`src/design/owb_pkg.sv`:
```
// Shared types and constants of the one-wire bus master.
package owb_pkg;

   // Configuration port geometry
   localparam int CsrIndexW = 3;
   localparam int CsrDataW  = 10;

   // Configuration register indexes
   localparam logic [CsrIndexW-1:0] REG_RESET_LOW     = 3'd0;
   localparam logic [CsrIndexW-1:0] REG_RESET_RELEASE = 3'd1;
   localparam logic [CsrIndexW-1:0] REG_POLL_INTERVAL = 3'd2;
   localparam logic [CsrIndexW-1:0] REG_POLL_LIMIT    = 3'd3;
   localparam logic [CsrIndexW-1:0] REG_SLOT_LONG     = 3'd4;
   localparam logic [CsrIndexW-1:0] REG_SLOT_SHORT    = 3'd5;
   localparam logic [CsrIndexW-1:0] REG_READ_SAMPLE   = 3'd6;
   localparam logic [CsrIndexW-1:0] REG_READ_RECOVERY = 3'd7;

   // Register defaults
   localparam logic [9:0] RESET_LOW_DEFAULT     = 10'd780;
   localparam logic [9:0] RESET_RELEASE_DEFAULT = 10'd40;
   localparam logic [7:0] POLL_INTERVAL_DEFAULT = 8'd15;
   localparam logic [4:0] POLL_LIMIT_DEFAULT    = 5'd16;
   localparam logic [7:0] SLOT_LONG_DEFAULT     = 8'd60;
   localparam logic [7:0] SLOT_SHORT_DEFAULT    = 8'd2;
   localparam logic [7:0] READ_SAMPLE_DEFAULT   = 8'd9;
   localparam logic [7:0] READ_RECOVERY_DEFAULT = 8'd45;

   // Command codes
   localparam logic [1:0] MODE_TICK  = 2'd0;
   localparam logic [1:0] MODE_RESET = 2'd1;
   localparam logic [1:0] MODE_WRITE = 2'd2;
   localparam logic [1:0] MODE_READ  = 2'd3;

   // Reset result codes
   localparam logic [1:0] STATUS_PRESENT = 2'd0;
   localparam logic [1:0] STATUS_TIMEOUT = 2'd1;
   localparam logic [1:0] STATUS_STUCK   = 2'd2;

   localparam logic [4:0] POLL_COUNT_MAX = 5'd31;
   localparam logic [2:0] LAST_BIT       = 3'd7;

   typedef struct packed {
      logic [9:0] reset_low_time;
      logic [9:0] reset_release_time;
      logic [7:0] poll_interval;
      logic [4:0] poll_limit;
      logic [7:0] slot_long_time;
      logic [7:0] slot_short_time;
      logic [7:0] read_sample_delay;
      logic [7:0] read_recovery_time;
   } cfg_type;

   typedef struct packed {
      logic [1:0] mode;
      logic [7:0] tx_byte;
      logic       bus_level;
   } req_item_type;

endpackage

```
`src/design/owb_if.sv`:
```
// Request and response channel interfaces of the one-wire bus master.
interface owb_req_if;
   logic       valid;
   logic       ready;
   logic [1:0] mode;
   logic [7:0] tx_byte;
   logic       bus_level;

   modport source (output valid, output mode, output tx_byte, output bus_level, input ready);
   modport sink   (input valid, input mode, input tx_byte, input bus_level, output ready);
endinterface

interface owb_rsp_if;
   logic       valid;
   logic       ready;
   logic       drive_low;
   logic       busy_res;
   logic       done_res;
   logic [1:0] status;
   logic [7:0] rx_byte;

   modport source (output valid, output drive_low, output busy_res, output done_res,
                   output status, output rx_byte, input ready);
   modport sink   (input valid, input drive_low, input busy_res, input done_res,
                   input status, input rx_byte, output ready);
endinterface

```
`src/design/owb_csr.sv`:
```
// Configuration register file of the one-wire bus master.
module owb_csr (
   input  logic                            clock,
   input  logic                            reset,
   input  logic                            csr_wr_en,
   input  logic [owb_pkg::CsrIndexW-1:0]   csr_index,
   input  logic [owb_pkg::CsrDataW-1:0]    csr_wdata,
   output owb_pkg::cfg_type                cfg
);

   owb_pkg::cfg_type cfg_ff;
   owb_pkg::cfg_type cfg_in;

   always_comb begin
      cfg_in = cfg_ff;
      if (csr_wr_en) begin
         unique case (csr_index)
            owb_pkg::REG_RESET_LOW:     cfg_in.reset_low_time     = csr_wdata[9:0];
            owb_pkg::REG_RESET_RELEASE: cfg_in.reset_release_time = csr_wdata[9:0];
            owb_pkg::REG_POLL_INTERVAL: cfg_in.poll_interval      = csr_wdata[7:0];
            owb_pkg::REG_POLL_LIMIT:    cfg_in.poll_limit         = csr_wdata[4:0];
            owb_pkg::REG_SLOT_LONG:     cfg_in.slot_long_time     = csr_wdata[7:0];
            owb_pkg::REG_SLOT_SHORT:    cfg_in.slot_short_time    = csr_wdata[7:0];
            owb_pkg::REG_READ_SAMPLE:   cfg_in.read_sample_delay  = csr_wdata[7:0];
            owb_pkg::REG_READ_RECOVERY: cfg_in.read_recovery_time = csr_wdata[7:0];
         endcase
      end
   end

   always_ff @(posedge clock) begin
      if (reset) begin
         cfg_ff.reset_low_time     <= owb_pkg::RESET_LOW_DEFAULT;
         cfg_ff.reset_release_time <= owb_pkg::RESET_RELEASE_DEFAULT;
         cfg_ff.poll_interval      <= owb_pkg::POLL_INTERVAL_DEFAULT;
         cfg_ff.poll_limit         <= owb_pkg::POLL_LIMIT_DEFAULT;
         cfg_ff.slot_long_time     <= owb_pkg::SLOT_LONG_DEFAULT;
         cfg_ff.slot_short_time    <= owb_pkg::SLOT_SHORT_DEFAULT;
         cfg_ff.read_sample_delay  <= owb_pkg::READ_SAMPLE_DEFAULT;
         cfg_ff.read_recovery_time <= owb_pkg::READ_RECOVERY_DEFAULT;
      end else begin
         cfg_ff <= cfg_in;
      end
   end

   assign cfg = cfg_ff;

endmodule

```
`src/design/owb_core.sv`:
```
// Bus timing state machine and result register of the one-wire bus master.
module owb_core #(
   parameter int TIMER_BITS = 10
) (
   input  logic                  clock,
   input  logic                  reset,
   input  owb_pkg::cfg_type      cfg,
   input  logic                  item_valid,
   input  owb_pkg::req_item_type item,
   output logic                  item_ready,
   owb_rsp_if.source             rsp
);

   localparam int TimerMax = (1 << TIMER_BITS) - 1;
   localparam int WideW    = (TIMER_BITS > 10) ? TIMER_BITS : 10;

   typedef enum logic [3:0] {
      PH_IDLE, PH_RLOW, PH_RREL, PH_PLOW, PH_PHIGH,
      PH_WA, PH_WB, PH_RDL, PH_RDS, PH_RDC
   } phase_type;

   phase_type             phase_ff, phase_in;
   logic [TIMER_BITS-1:0] time_left_ff, time_left_in;
   logic [2:0]            bit_index_ff, bit_index_in;
   logic [7:0]            shift_reg_ff, shift_reg_in;
   logic [4:0]            poll_count_ff, poll_count_in;
   logic [1:0]            last_status_ff, last_status_in;
   logic [7:0]            rx_hold_ff, rx_hold_in;

   logic                  rsp_valid_ff;
   logic                  drive_ff, drive_in;
   logic                  busy_ff;
   logic                  done_ff, done_in;

   phase_type             ph_cur;
   logic                  tick_last;
   logic [TIMER_BITS-1:0] tl_dec;
   logic                  fire;

   // Clamp a duration: zero counts as one tick, saturate at the timer range
   function automatic logic [TIMER_BITS-1:0] dur(input logic [9:0] v);
      logic [WideW-1:0] wide;
      wide = WideW'(v);
      if (wide == '0) begin
         wide = WideW'(1);
      end else if (wide > WideW'(TimerMax)) begin
         wide = WideW'(TimerMax);
      end
      return TIMER_BITS'(wide);
   endfunction

   assign item_ready = !rsp_valid_ff || rsp.ready;
   assign fire       = item_valid && item_ready;

   always_comb begin
      phase_in       = phase_ff;
      time_left_in   = time_left_ff;
      bit_index_in   = bit_index_ff;
      shift_reg_in   = shift_reg_ff;
      poll_count_in  = poll_count_ff;
      last_status_in = last_status_ff;
      rx_hold_in     = rx_hold_ff;
      drive_in       = 1'b0;
      done_in        = 1'b0;

      // Start a command on an idle tick; that tick is its first phase tick
      if (phase_ff == PH_IDLE) begin
         unique case (item.mode)
            owb_pkg::MODE_RESET: begin
               phase_in     = PH_RLOW;
               time_left_in = dur(cfg.reset_low_time);
            end
            owb_pkg::MODE_WRITE: begin
               shift_reg_in = item.tx_byte;
               bit_index_in = '0;
               phase_in     = PH_WA;
               time_left_in = dur(10'(item.tx_byte[0] ? cfg.slot_short_time
                                                     : cfg.slot_long_time));
            end
            owb_pkg::MODE_READ: begin
               shift_reg_in = '0;
               bit_index_in = '0;
               phase_in     = PH_RDL;
               time_left_in = TIMER_BITS'(1);
            end
            default: begin
            end
         endcase
      end

      ph_cur    = phase_in;
      tick_last = (time_left_in <= TIMER_BITS'(1));
      tl_dec    = tick_last ? '0 : time_left_in - TIMER_BITS'(1);

      unique case (ph_cur)
         PH_RLOW: begin
            drive_in     = 1'b1;
            time_left_in = tl_dec;
            if (tick_last) begin
               phase_in     = PH_RREL;
               time_left_in = dur(cfg.reset_release_time);
            end
         end
         PH_RREL: begin
            time_left_in = tl_dec;
            if (tick_last) begin
               phase_in      = PH_PLOW;
               time_left_in  = '0;
               poll_count_in = '0;
            end
         end
         PH_PLOW, PH_PHIGH: begin
            if (time_left_in != '0) begin
               // Wait out the poll interval, then give up once the poll count has reached the limit
               time_left_in = tl_dec;
               if (tick_last && poll_count_in >= cfg.poll_limit) begin
                  last_status_in = (ph_cur == PH_PLOW) ? owb_pkg::STATUS_TIMEOUT
                                                       : owb_pkg::STATUS_STUCK;
                  phase_in       = PH_IDLE;
                  done_in        = 1'b1;
               end
            end else if (item.bus_level == (ph_cur == PH_PHIGH)) begin
               if (ph_cur == PH_PLOW) begin
                  phase_in      = PH_PHIGH;
                  poll_count_in = '0;
               end else begin
                  last_status_in = owb_pkg::STATUS_PRESENT;
                  phase_in       = PH_IDLE;
                  done_in        = 1'b1;
               end
            end else begin
               if (poll_count_in != owb_pkg::POLL_COUNT_MAX) begin
                  poll_count_in = poll_count_in + 5'd1;
               end
               time_left_in = dur(10'(cfg.poll_interval));
            end
         end
         PH_WA: begin
            drive_in     = 1'b1;
            time_left_in = tl_dec;
            if (tick_last) begin
               phase_in     = PH_WB;
               time_left_in = dur(10'(shift_reg_in[0] ? cfg.slot_long_time
                                                      : cfg.slot_short_time));
            end
         end
         PH_WB: begin
            time_left_in = tl_dec;
            if (tick_last) begin
               shift_reg_in = {1'b0, shift_reg_in[7:1]};
               if (bit_index_in == owb_pkg::LAST_BIT) begin
                  phase_in = PH_IDLE;
                  done_in  = 1'b1;
               end else begin
                  bit_index_in = bit_index_in + 3'd1;
                  phase_in     = PH_WA;
                  time_left_in = dur(10'(shift_reg_in[0] ? cfg.slot_short_time
                                                         : cfg.slot_long_time));
               end
            end
         end
         PH_RDL: begin
            drive_in     = 1'b1;
            time_left_in = tl_dec;
            if (tick_last) begin
               phase_in     = PH_RDS;
               time_left_in = dur(10'(cfg.read_sample_delay));
            end
         end
         PH_RDS: begin
            time_left_in = tl_dec;
            if (tick_last) begin
               shift_reg_in = {item.bus_level, shift_reg_in[7:1]};
               phase_in     = PH_RDC;
               time_left_in = dur(10'(cfg.read_recovery_time));
            end
         end
         PH_RDC: begin
            time_left_in = tl_dec;
            if (tick_last) begin
               if (bit_index_in == owb_pkg::LAST_BIT) begin
                  rx_hold_in = shift_reg_in;
                  phase_in   = PH_IDLE;
                  done_in    = 1'b1;
               end else begin
                  bit_index_in = bit_index_in + 3'd1;
                  phase_in     = PH_RDL;
                  time_left_in = TIMER_BITS'(1);
               end
            end
         end
         default: begin
            phase_in = PH_IDLE;
         end
      endcase
   end

   always_ff @(posedge clock) begin
      if (reset) begin
         phase_ff       <= PH_IDLE;
         time_left_ff   <= '0;
         bit_index_ff   <= '0;
         shift_reg_ff   <= '0;
         poll_count_ff  <= '0;
         last_status_ff <= owb_pkg::STATUS_PRESENT;
         rx_hold_ff     <= '0;
         rsp_valid_ff   <= 1'b0;
      end else begin
         if (fire) begin
            phase_ff       <= phase_in;
            time_left_ff   <= time_left_in;
            bit_index_ff   <= bit_index_in;
            shift_reg_ff   <= shift_reg_in;
            poll_count_ff  <= poll_count_in;
            last_status_ff <= last_status_in;
            rx_hold_ff     <= rx_hold_in;
            rsp_valid_ff   <= 1'b1;
         end else if (rsp.ready) begin
            rsp_valid_ff   <= 1'b0;
         end
      end
   end

   always_ff @(posedge clock) begin
      if (fire) begin
         drive_ff <= drive_in;
         busy_ff  <= (phase_in != PH_IDLE);
         done_ff  <= done_in;
      end
   end

   assign rsp.valid     = rsp_valid_ff;
   assign rsp.drive_low = drive_ff;
   assign rsp.busy_res  = busy_ff;
   assign rsp.done_res  = done_ff;
   assign rsp.status    = last_status_ff;
   assign rsp.rx_byte   = rx_hold_ff;

endmodule

```
`src/design/one_wire_bus_master.sv`:
```
// A request passes the input register, then the result register, before its result reaches rsp_chan.
// Throughput: one request transfer per cycle while rsp_chan is ready; each transfer is one microsecond tick.
// The input register takes a new request while the result register still waits on rsp_chan only if it is empty.
// Reset (synchronous, active high) empties both registers, idles the state machine and
// restores every configuration register to its default; no clearing pass is needed.
module one_wire_bus_master #(
   parameter int TIMER_BITS = 10
) (
   input  logic                          clock,
   input  logic                          reset,
   input  logic                          csr_wr_en,
   input  logic [owb_pkg::CsrIndexW-1:0] csr_index,
   input  logic [owb_pkg::CsrDataW-1:0]  csr_wdata,
   owb_req_if.sink                       req_chan,
   owb_rsp_if.source                     rsp_chan
);

   owb_pkg::cfg_type      cfg;
   owb_pkg::req_item_type in_item_ff;
   owb_pkg::req_item_type in_item_in;
   logic                  in_valid_ff;
   logic                  core_ready;

   // Configuration registers; to be written only while the bus is idle, which the block itself does not enforce
   owb_csr u_csr (
      .clock     (clock),
      .reset     (reset),
      .csr_wr_en (csr_wr_en),
      .csr_index (csr_index),
      .csr_wdata (csr_wdata),
      .cfg       (cfg)
   );

   // Input register: refill whenever empty or drained into the core this cycle
   assign req_chan.ready = !in_valid_ff || core_ready;

   always_comb begin
      in_item_in.mode      = req_chan.mode;
      in_item_in.tx_byte   = req_chan.tx_byte;
      in_item_in.bus_level = req_chan.bus_level;
   end

   always_ff @(posedge clock) begin
      if (reset) begin
         in_valid_ff <= 1'b0;
      end else if (req_chan.ready) begin
         in_valid_ff <= req_chan.valid;
      end
   end

   // Hold the payload while the core is stalled by the response side
   always_ff @(posedge clock) begin
      if (req_chan.valid && req_chan.ready) begin
         in_item_ff <= in_item_in;
      end
   end

   // One tick of bus timing per transfer; state and result register live here
   owb_core #(
      .TIMER_BITS (TIMER_BITS)
   ) u_core (
      .clock      (clock),
      .reset      (reset),
      .cfg        (cfg),
      .item_valid (in_valid_ff),
      .item       (in_item_ff),
      .item_ready (core_ready),
      .rsp        (rsp_chan)
   );

`ifndef NO_ASSERTIONS
   // A finished command never reports itself busy on the same tick
   a_done_not_busy: assert property (@(posedge clock) disable iff (reset)
      rsp_chan.valid && rsp_chan.done_res |-> !rsp_chan.busy_res)
      else $error("done and busy reported together");

   // Status only ever carries a defined reset result
   a_status_code: assert property (@(posedge clock) disable iff (reset)
      rsp_chan.valid |-> (rsp_chan.status == owb_pkg::STATUS_PRESENT ||
                          rsp_chan.status == owb_pkg::STATUS_TIMEOUT ||
                          rsp_chan.status == owb_pkg::STATUS_STUCK))
      else $error("undefined status code");

   // A held item stays put until the core takes it
   a_input_held: assert property (@(posedge clock) disable iff (reset)
      in_valid_ff && !core_ready |=> in_valid_ff && $stable(in_item_ff))
      else $error("held input item lost or changed");

   // A tick taken by the core always yields a result on the next cycle
   a_result_follows: assert property (@(posedge clock) disable iff (reset)
      in_valid_ff && core_ready |=> rsp_chan.valid)
      else $error("processed tick gave no result");

   // Reset leaves both registers empty
   a_reset_empty: assert property (@(posedge clock)
      $past(reset) |-> !in_valid_ff && !rsp_chan.valid)
      else $error("registers not empty after reset");
`endif

endmodule
```
`src/flat_wrapper.sv`:
```
// flat-port wrapper written by rule: the top's interface ports become plain ports
module one_wire_bus_master_flat 
#(
   parameter int TIMER_BITS = 10
)
  (clock, reset, csr_wr_en, csr_index, csr_wdata, req_chan_valid, req_chan_mode, req_chan_tx_byte, req_chan_bus_level, req_chan_ready, rsp_chan_valid, rsp_chan_drive_low, rsp_chan_busy_res, rsp_chan_done_res, rsp_chan_status, rsp_chan_rx_byte, rsp_chan_ready);
  owb_req_if req_chan_i ();
  owb_rsp_if rsp_chan_i ();
  input  logic clock;
  input  logic reset;
  input  logic csr_wr_en;
  input  logic [owb_pkg::CsrIndexW-1:0] csr_index;
  input  logic [owb_pkg::CsrDataW-1:0] csr_wdata;
  input wire logic [$bits(req_chan_i.valid)-1:0] req_chan_valid;
  input wire logic [$bits(req_chan_i.mode)-1:0] req_chan_mode;
  input wire logic [$bits(req_chan_i.tx_byte)-1:0] req_chan_tx_byte;
  input wire logic [$bits(req_chan_i.bus_level)-1:0] req_chan_bus_level;
  output wire logic [$bits(req_chan_i.ready)-1:0] req_chan_ready;
  output wire logic [$bits(rsp_chan_i.valid)-1:0] rsp_chan_valid;
  output wire logic [$bits(rsp_chan_i.drive_low)-1:0] rsp_chan_drive_low;
  output wire logic [$bits(rsp_chan_i.busy_res)-1:0] rsp_chan_busy_res;
  output wire logic [$bits(rsp_chan_i.done_res)-1:0] rsp_chan_done_res;
  output wire logic [$bits(rsp_chan_i.status)-1:0] rsp_chan_status;
  output wire logic [$bits(rsp_chan_i.rx_byte)-1:0] rsp_chan_rx_byte;
  input wire logic [$bits(rsp_chan_i.ready)-1:0] rsp_chan_ready;
  assign req_chan_i.valid = req_chan_valid;
  assign req_chan_i.mode = req_chan_mode;
  assign req_chan_i.tx_byte = req_chan_tx_byte;
  assign req_chan_i.bus_level = req_chan_bus_level;
  assign req_chan_ready = req_chan_i.ready;
  assign rsp_chan_valid = rsp_chan_i.valid;
  assign rsp_chan_drive_low = rsp_chan_i.drive_low;
  assign rsp_chan_busy_res = rsp_chan_i.busy_res;
  assign rsp_chan_done_res = rsp_chan_i.done_res;
  assign rsp_chan_status = rsp_chan_i.status;
  assign rsp_chan_rx_byte = rsp_chan_i.rx_byte;
  assign rsp_chan_i.ready = rsp_chan_ready;
  one_wire_bus_master #(.TIMER_BITS(TIMER_BITS)) u_core (.clock(clock), .reset(reset), .csr_wr_en(csr_wr_en), .csr_index(csr_index), .csr_wdata(csr_wdata), .req_chan(req_chan_i), .rsp_chan(rsp_chan_i));
endmodule
```
`config.mk`:
```
export PLATFORM = sky130hd
export DESIGN_NAME = one_wire_bus_master_flat
export DESIGN_NICKNAME = d
export VERILOG_FILES = /design/src/design/owb_pkg.sv /design/src/design/owb_if.sv /design/src/design/owb_csr.sv /design/src/design/owb_core.sv /design/src/design/one_wire_bus_master.sv /design/src/flat_wrapper.sv
export SDC_FILE = /design/constraint.sdc
export NUM_CORES = 1
export LEC_CHECK = 0
export BUFFER_PORTS_ARGS = -buffer_cell sky130_fd_sc_hd__buf_2
export CAP_MARGIN = 20
export CORE_MARGIN = 3
export CORE_UTILIZATION = 50
export CTS_BUF_LIST = sky130_fd_sc_hd__clkbuf_4 sky130_fd_sc_hd__clkbuf_8
export CTS_CLUSTER_SIZE = 8
export DETAILED_ROUTE_END_ITERATION = 8
export PLACE_DENSITY = 0.78
export SYNTH_ARGS = -nofsm -noshare
export SYNTH_HDL_FRONTEND = slang
export SYNTH_SLANG_ARGS = --single-unit
```
`constraint.sdc`:
```
create_clock -name clock -period 6.77 [get_ports clock]
set_clock_uncertainty 0.2 [all_clocks]
set_input_delay 0.677 -clock clock [delete_from_list [all_inputs] [get_ports clock]]
set_output_delay 0.677 -clock clock [all_outputs]
set_load 0.05 [all_outputs]
```
After elaboration in Yosys (flattened, before gate mapping)
Cells that the tools add are included.
{ "op_classes": {"muxes": 78, "n_eq_ne": 28, "reduce_logical": 37, "add_sub_neg": 3, "n_lt_le_gt_ge": 7} }
{ "ops": {"columns": ["operator", "n"], "rows": [
  ["$mux 10", 23],
  ["$pmux 10 s8", 1],
  ["$mux 8", 9],
  ["$logic_not 10->1", 5],
  ["$mux 4", 11],
  ["$pmux 4 s8", 1],
  ["$pmux 8 s2", 2],
  ["$gt 8x10->1 const B", 3],
  ["$pmux 10 s3", 1],
  ["$mux 5", 5],
  ["$logic_not 8->1", 3],
  ["$mux 3", 8],
  ["$gt 10x10->1 const B", 2],
  ["$eq 4x3->1 const B", 4],
  ["$reduce_and 2->1", 8],
  ["$eq 3x3->1 const B", 5],
  ["$pmux 4 s3", 1],
  ["$le 10x1->1 const B", 1],
  ["$mux 2", 5],
  ["$pmux 5 s2", 1],
  ["$reduce_bool 10->1", 1],
  ["$sub 10x1->10 const B", 1],
  ["$mux 1", 9],
  ["$eq 4x2->1 const B", 2],
  ["27 further kinds", 41]
]} }
{ "word_totals": {"in_bits": 29, "regBits": 121, "output_inout_bits": 15} }

Longest topological paths before layout
{ "depth": {"depth_word": 12, "ltp_mapped": 15} }

Hierarchy
From an unflattened synthesis, not the netlist that was laid out.
{ "hier_totals": {"hier_cells": 813, "hier_area_um2": 7116.8} }
{ "by_module_without_submodules": {"columns": ["mod", "cells_per_inst", "n_inst", "area_per_inst_um2", "seq_area_each_um2"], "rows": [
  ["owb_core", 553, 1, 4126.5, 910.9],
  ["owb_csr", 244, 1, 2605.0, 1301.2],
  ["one_wire_bus_master", 16, 1, 385.4, 350.3]
]} }

Worst setup path after synthesis
OpenSTA, ideal clock, no wires.
{ "synth_timing": {"path_kind": "register to register", "from": "reg u_core.in_item_ff[10] in the netlist's numbering", "to": "reg u_core.u_core.busy_ff (netlist: u_core.u_core.rsp.busy_res), data pin", "t_required_ps": 6301, "path_stages_with_launch": 15, "path_buffers": 4, "setup_ps": 269, "arrival_time_ps": 2886, "path_slack_ps": 3414, "cell_sequence": "edfxtp_1 > clkbuf_1 > or2_2 > nand2_1 > clkbuf_1 > a22o_1 > inv_1 > ha_1 > o211a_4 > and4_4 > buf_6 > buf_6 > a211oi_2 > a21oi_1 > nand4b_1"} }
{ "synth_between": {"elab_chain_len": 9, "elab_cells_between_ends": 40} }
{ "synth_rtl": {"columns": ["item", "line_no", "text"], "rows": [
  ["start, declared", "one_wire_bus_master.sv:19", "owb_pkg::req_item_type in_item_ff;"],
  ["start signal, assigned", "one_wire_bus_master.sv:54", "in_item_ff <= in_item_in;"],
  ["$eq 2x2->1 or $eq 2x1->1 (tied branches)", "owb_core.sv:68", "unique case (item.mode)"],
  ["$pmux 10 s3 (tied with other cells)", "owb_core.sv:68", null],
  ["$mux 10 (tied with other cells)", "owb_core.sv:67", "if (phase_ff == PH_IDLE) begin"],
  ["$le 10x1->1 (tied with other cells)", "owb_core.sv:92", "tick_last = (time_left_in <= TIMER_BITS'(1));"],
  ["$logic_and 1x1->1 (tied with other cells)", "owb_core.sv:116", "if (tick_last && poll_count_in >= cfg.poll_limit) begin"],
  ["$mux 4 (tied with other cells)", "owb_core.sv:116", null],
  ["$mux 4 (on tied branches)", "owb_core.sv:113, owb_core.sv:149, owb_core.sv:180", null],
  ["$pmux 4 s8 *", "owb_core.sv:95", "unique case (ph_cur)"],
  ["$reduce_bool 4->1 *", "owb_core.sv:227", "busy_ff <= (phase_in != PH_IDLE);"],
  ["end signal, assigned", "owb_core.sv:227", null],
  ["end, declared", "owb_core.sv:32", "logic busy_ff;"]
]} }
Every way passes the cells marked *; elsewhere a longest branch is shown, timed or not.
A chain may end at the register's enable or synchronous reset.

Final worst setup path
{ "layout_timing": {"from": "reg u_core.u_core.phase_ff[0]", "to": "reg u_core.u_core.rx_hold_ff[6] (netlist: u_core.u_core.rsp.rx_byte[6])"} }
{ "layout_between": {"elab_chain_len": 4, "elab_cells_between_ends": 10} }
{ "layout_rtl": {"columns": ["item", "line_no", "text"], "rows": [
  ["start, declared", "owb_core.sv:22", "phase_type phase_ff, phase_in;"],
  ["start signal, assigned", "owb_core.sv:210", "phase_ff <= phase_in;"],
  ["$logic_not 4->1 or $pmux 4 s3 (tied branches)", "owb_core.sv:67, owb_core.sv:68", null],
  ["$mux 10 (tied with other cells)", "owb_core.sv:67", null],
  ["$le 10x1->1 (tied with other cells)", "owb_core.sv:92", null],
  ["$reduce_and 4->1 (no source line)", null, null],
  ["end signal, assigned", "owb_core.sv:216", "rx_hold_ff <= rx_hold_in;"],
  ["end, declared", "owb_core.sv:28", "logic [7:0] rx_hold_ff, rx_hold_in;"]
]} }
Parallel ways exist; a longest one is shown, timed or not.

==> results by group <==
Synth
  • Synth warnings: 0
  • Number of library cell types mapped by synthesis: 81
  • Async SR Flop Fraction: 0%
  • Mux share of post-synthesis cell area: 8.031%
  • Post-Synthesis Cells: 832
  • Post-Syn Area: 0.006761 sq mm
  • Synthesis-stage register bit count: 121
  • Adder-cell share of the synthesized area: 1.850%
  • Area fraction in compound gates after synthesis: 23.11%
  • Dominant combinational cell family by area after synthesis: simple AND/OR/NAND/NOR gates
  • Dominant synthesized flop cell: sky130_fd_sc_hd__dfxtp_1
  • Simple-Gate Fraction of Synth Area: 24.41%
  • Part of the Yosys area used for sequential elements: 37.90%
  • Average size of a mapped cell: 8.127 sq um
  • Synthesized netlist net count: 871
  • Number of enable-type register cells in the synthesized netlist: 14
  • Share of the synthesized netlist area taken by xor and xnor gates: 0.5181%

Global route
  • Global routing usage summed across all routing layers: 28.49%
  • Remaining global-route overflow: 0
  • Global-route wire length before repair: 32810 um
  • Number of antenna violations at the first check in global routing: 0
  • Maximum number of pins on one net before global-route repair: 43
  • Vias in the first global route: 5977

CTS
  • TritonCTS buffer count: 17
  • Clk Latency, worst-skew pair: 0.46 ns
  • Number of sinks driven by the clock tree: 121
  • Number of buffers inserted for hold repair after clock tree synthesis: 0
  • Setup bufs post-CTS: 0
  • Clock transition at path regs: 0.07 ns
  • Max Root-Sink Buffers: 2
  • CTS resizes: 0
  • CTS root buffer: sky130_fd_sc_hd__clkbuf_8
  • H-tree level count: 4
  • TritonCTS clock tree: yes

Critical path
  • Endpoint of the worst-slack reg-to-reg timing path: u_core.u_core.rsp.rx_byte[6]
  • Launch point of the critical path: u_core.u_core.phase_ff[0]
  • Slowest cell delay on critical path: 0.83 ns
  • Kind of start point of the critical path: register
  • Source of the worst register-to-register timing path: u_core.u_core.phase_ff[0]
  • Flop-to-flop setup slack: 2.32 ns
  • Category of the critical setup timing path: register to register
  • CP max stage cell: sky130_fd_sc_hd__nor4_4
  • CP cell instances: nor4_2, buf_4, nand2_1, a22o_1, inv_1, ha_1, o211a_4, nand4_4, nor4_4, nor2_1, a211oi_2
  • Path depth of the worst reg2reg path: 11
  • Last element of the critical path: u_core.u_core.rsp.rx_byte[6]
  • Crit path max fanout: 23
  • Arrival @ worst endpoint: 4.63 ns
  • Depth of the critical timing path with buffers and inverters included: 11
  • Kind of end point of the critical path: register
  • Cell type group with the largest total delay on the critical path: simple AND/OR/NAND/NOR gates
  • CP Data Required Time: 6.95 ns
  • Critical path buffers and inverters: 2

Power
  • Register share of total power: 40.9%
  • Share of total power consumed by net switching: 32.78%
  • Maximum VDD drop: 246.6 uV
  • Clock power share: 35.2%
  • Static Leak: 2.865 nW
  • Relative contribution of combinational cells to total power: 23.9%
  • Pint: 1.299 mW
  • Switch Pwr: 0.6335 mW
  • Ratio of total power to cell area: 259.7 mW/mm^2

Detailed routing
  • Number of nets with antenna violations after routing: 0
  • Starting DRT DRC Count: 901
  • Routed Wire Length: 20840 um
  • Routed via count: 6579
  • Uppermost signal routing layer after detailed routing: met4
  • Vias per Instance: 6.375
  • Total length of routed met2 wires: 9393 um
  • WL met3: 1665 um
  • Detailed Routing Iterations Pass 1: 6
  • Detail-routed net length per standard cell: 20.19 um
  • Post-Route M1 WL: 9151 um
  • DRC violations left: 0

Timing
  • Measured slew at the worst slew-check pin: 1.100 ns
  • Final-report hold violation count: 0
  • Setup repair after global routing missed its margin: no
  • Number of setup violations in the final report: 0
  • Maximum achievable frequency: 224.6 MHz
  • Min cycle time layout: 4.452 ns
  • Number of slew-limit violations in the final report: 0
  • Fin Setup TNS: 0 ns
  • Final worst-path cycle share: 65.76%
  • Worst rel slew slack: 25.88%

Final layout
  • Filler-free cell count of the finished design: 1032
  • Final core utilization: 57.57%
  • Fraction of final layout cells sized beyond drive strength 1: 12.56%
  • Area added between synthesis and finish: 10.07%
  • Antenna cell count: 0
  • Net count reported at finish: 888

Floorplan
  • Chip height: 122.3 um
  • Floorplan die width: 122.3 um
  • Initial core utilization: 52.30%
  • Row Count: 41
  • Top-Level Pins: 44
  • Area of the core: 0.01293 sq mm
  • Die ar.: 0.01495 sq mm

Place
  • Number of input and output port buffers inserted: 43
  • HPWL reported at the end of detailed placement: 14880 um
  • Cells after DPL: 1001
  • Gpl congestion: 0.9989

Run
  • # Max-Cap Violations: 0

Min path
  • Class of the tightest hold or removal check: input pin to register

Outcome
  • Result of the run: completed
placed cells by master (no fill, tap or decap), drive strengths merged, types with 14 or more instances in the layout:
master / instances
o21ai: 48
a21oi: 60
dfxtp: 107
nand2: 156
clkbuf: 22
buf: 52
nor3: 15
edfxtp: 14
a211oi: 18
mux2i: 52
nand3: 28
nor2: 73
power by group through the flow:
stage / registers [mW] / logic, mW / clock network, mW
after floorplan: 0.791 / 0.344 / 0
after global placement: 0.802 / 0.443 / 0
after detailed placement: 0.803 / 0.445 / 0
after CTS: 0.787 / 0.447 / 0.690
after global routing: 0.792 / 0.498 / 0.716
final: 0.790 / 0.462 / 0.681
metrics by stage:
step           worst slack (ns)  hold WS (ns)  power (mW)  cell area, sq um
6_report                  2.318        0.1855       1.933              7442
5_1_grt                   1.996        0.1751       2.006              7442
4_1_cts                   2.390        0.1727       1.924              7431
3_5_place_dp              2.384        0.2468       1.248              7025
3_3_place_gp              2.530        0.2438       1.246              7025
2_1_floorplan             3.414        0.2311       1.135              6761
worst min-delay path by stage:
stage,start,end,slack (ns),cells past startpoint
3_3_place_gp,u_core.u_csr.cfg[45],u_core.u_csr.cfg[45],0.24,2
6_report,req_chan_tx_byte[5],u_core.in_item_ff[6],0.19,1
5_1_grt,req_chan_tx_byte[5],u_core.in_item_ff[6],0.18,1
2_1_floorplan,u_core.u_csr.cfg[45],u_core.u_csr.cfg[45],0.23,2
3_5_place_dp,u_core.u_csr.cfg[45],u_core.u_csr.cfg[45],0.25,2
4_1_cts,req_chan_bus_level,u_core.in_item_ff[0],0.17,1
synthesized netlist by cell type (all sizes together) (10+ instances only):
master  number  area share [%]
mux2i       52             7.7
dfxtp      107              32
buf         13             1.2
a31oi       13             1.3
nand3       28             2.1
clkbuf      41             2.3
inv         12            0.67
nor2        73             4.1
a211oi      18             2.3
nor3        15             1.1
nand2      156             8.7
nor4        12             1.4
ha          10             1.9
edfxtp      14             6.2
a21oi       60             4.4
o21ai       48             3.6
nand2b      11             1.0
state kept, by name, summed over array words and instances, names as in the netlist:
signal,count
u_core.u_csr.cfg,65
u_core.in_item_ff,11
u_core.u_core.time_left_ff,10
u_core.u_core.rsp.rx_byte,8
u_core.u_core.shift_reg_ff,8
u_core.u_core.poll_count_ff,5
u_core.u_core.phase_ff,4
u_core.u_core.bit_index_ff,3
u_core.u_core.rsp.status,2
u_core.in_valid_ff,1
u_core.u_core.rsp.busy_res,1
u_core.u_core.rsp.done_res,1
u_core.u_core.rsp.drive_low,1
u_core.u_core.rsp.valid,1
cell families after synthesis:
logic type      count (synthesis)
mux                            54
flops                         121
compound gates                227
simple gates                  350
xor+xnor                        4
fa+ha+maj                      10
buf+inv                        66
per-layer routing:
metal  vias up  GRT usage [%]
met5         -              0
met3        63          6.221
li1       3086              -
met4         0          10.99
met2       332          43.56
met1      3098          39.47
layout make-up:
type / instances / area (sq um)
tap: 172 / 215.2
inverter: 12 / 45.04
clock inverter: 8 / 121.4
fill: 1232 / 5485
sequential: 121 / 2562
multi-input combinational: 645 / 3928
timing repair buffer: 52 / 286.5
clock buffer: 22 / 284.0
worst register-to-register path: stages (launching register included):
cell and delay, ns:
sky130_fd_sc_hd__dfxtp_1 0.55, sky130_fd_sc_hd__nor4_2 0.34, sky130_fd_sc_hd__buf_4 0.28, sky130_fd_sc_hd__nand2_1 0.30, sky130_fd_sc_hd__a22o_1 0.33, sky130_fd_sc_hd__inv_1 0.13, sky130_fd_sc_hd__ha_1 0.49, sky130_fd_sc_hd__o211a_4 0.27
sky130_fd_sc_hd__nand4_4 0.31, sky130_fd_sc_hd__nor4_4 0.83, sky130_fd_sc_hd__nor2_1 0.12, sky130_fd_sc_hd__a211oi_2 0.22
Note: power is estimated with default switching activity, not from simulation.
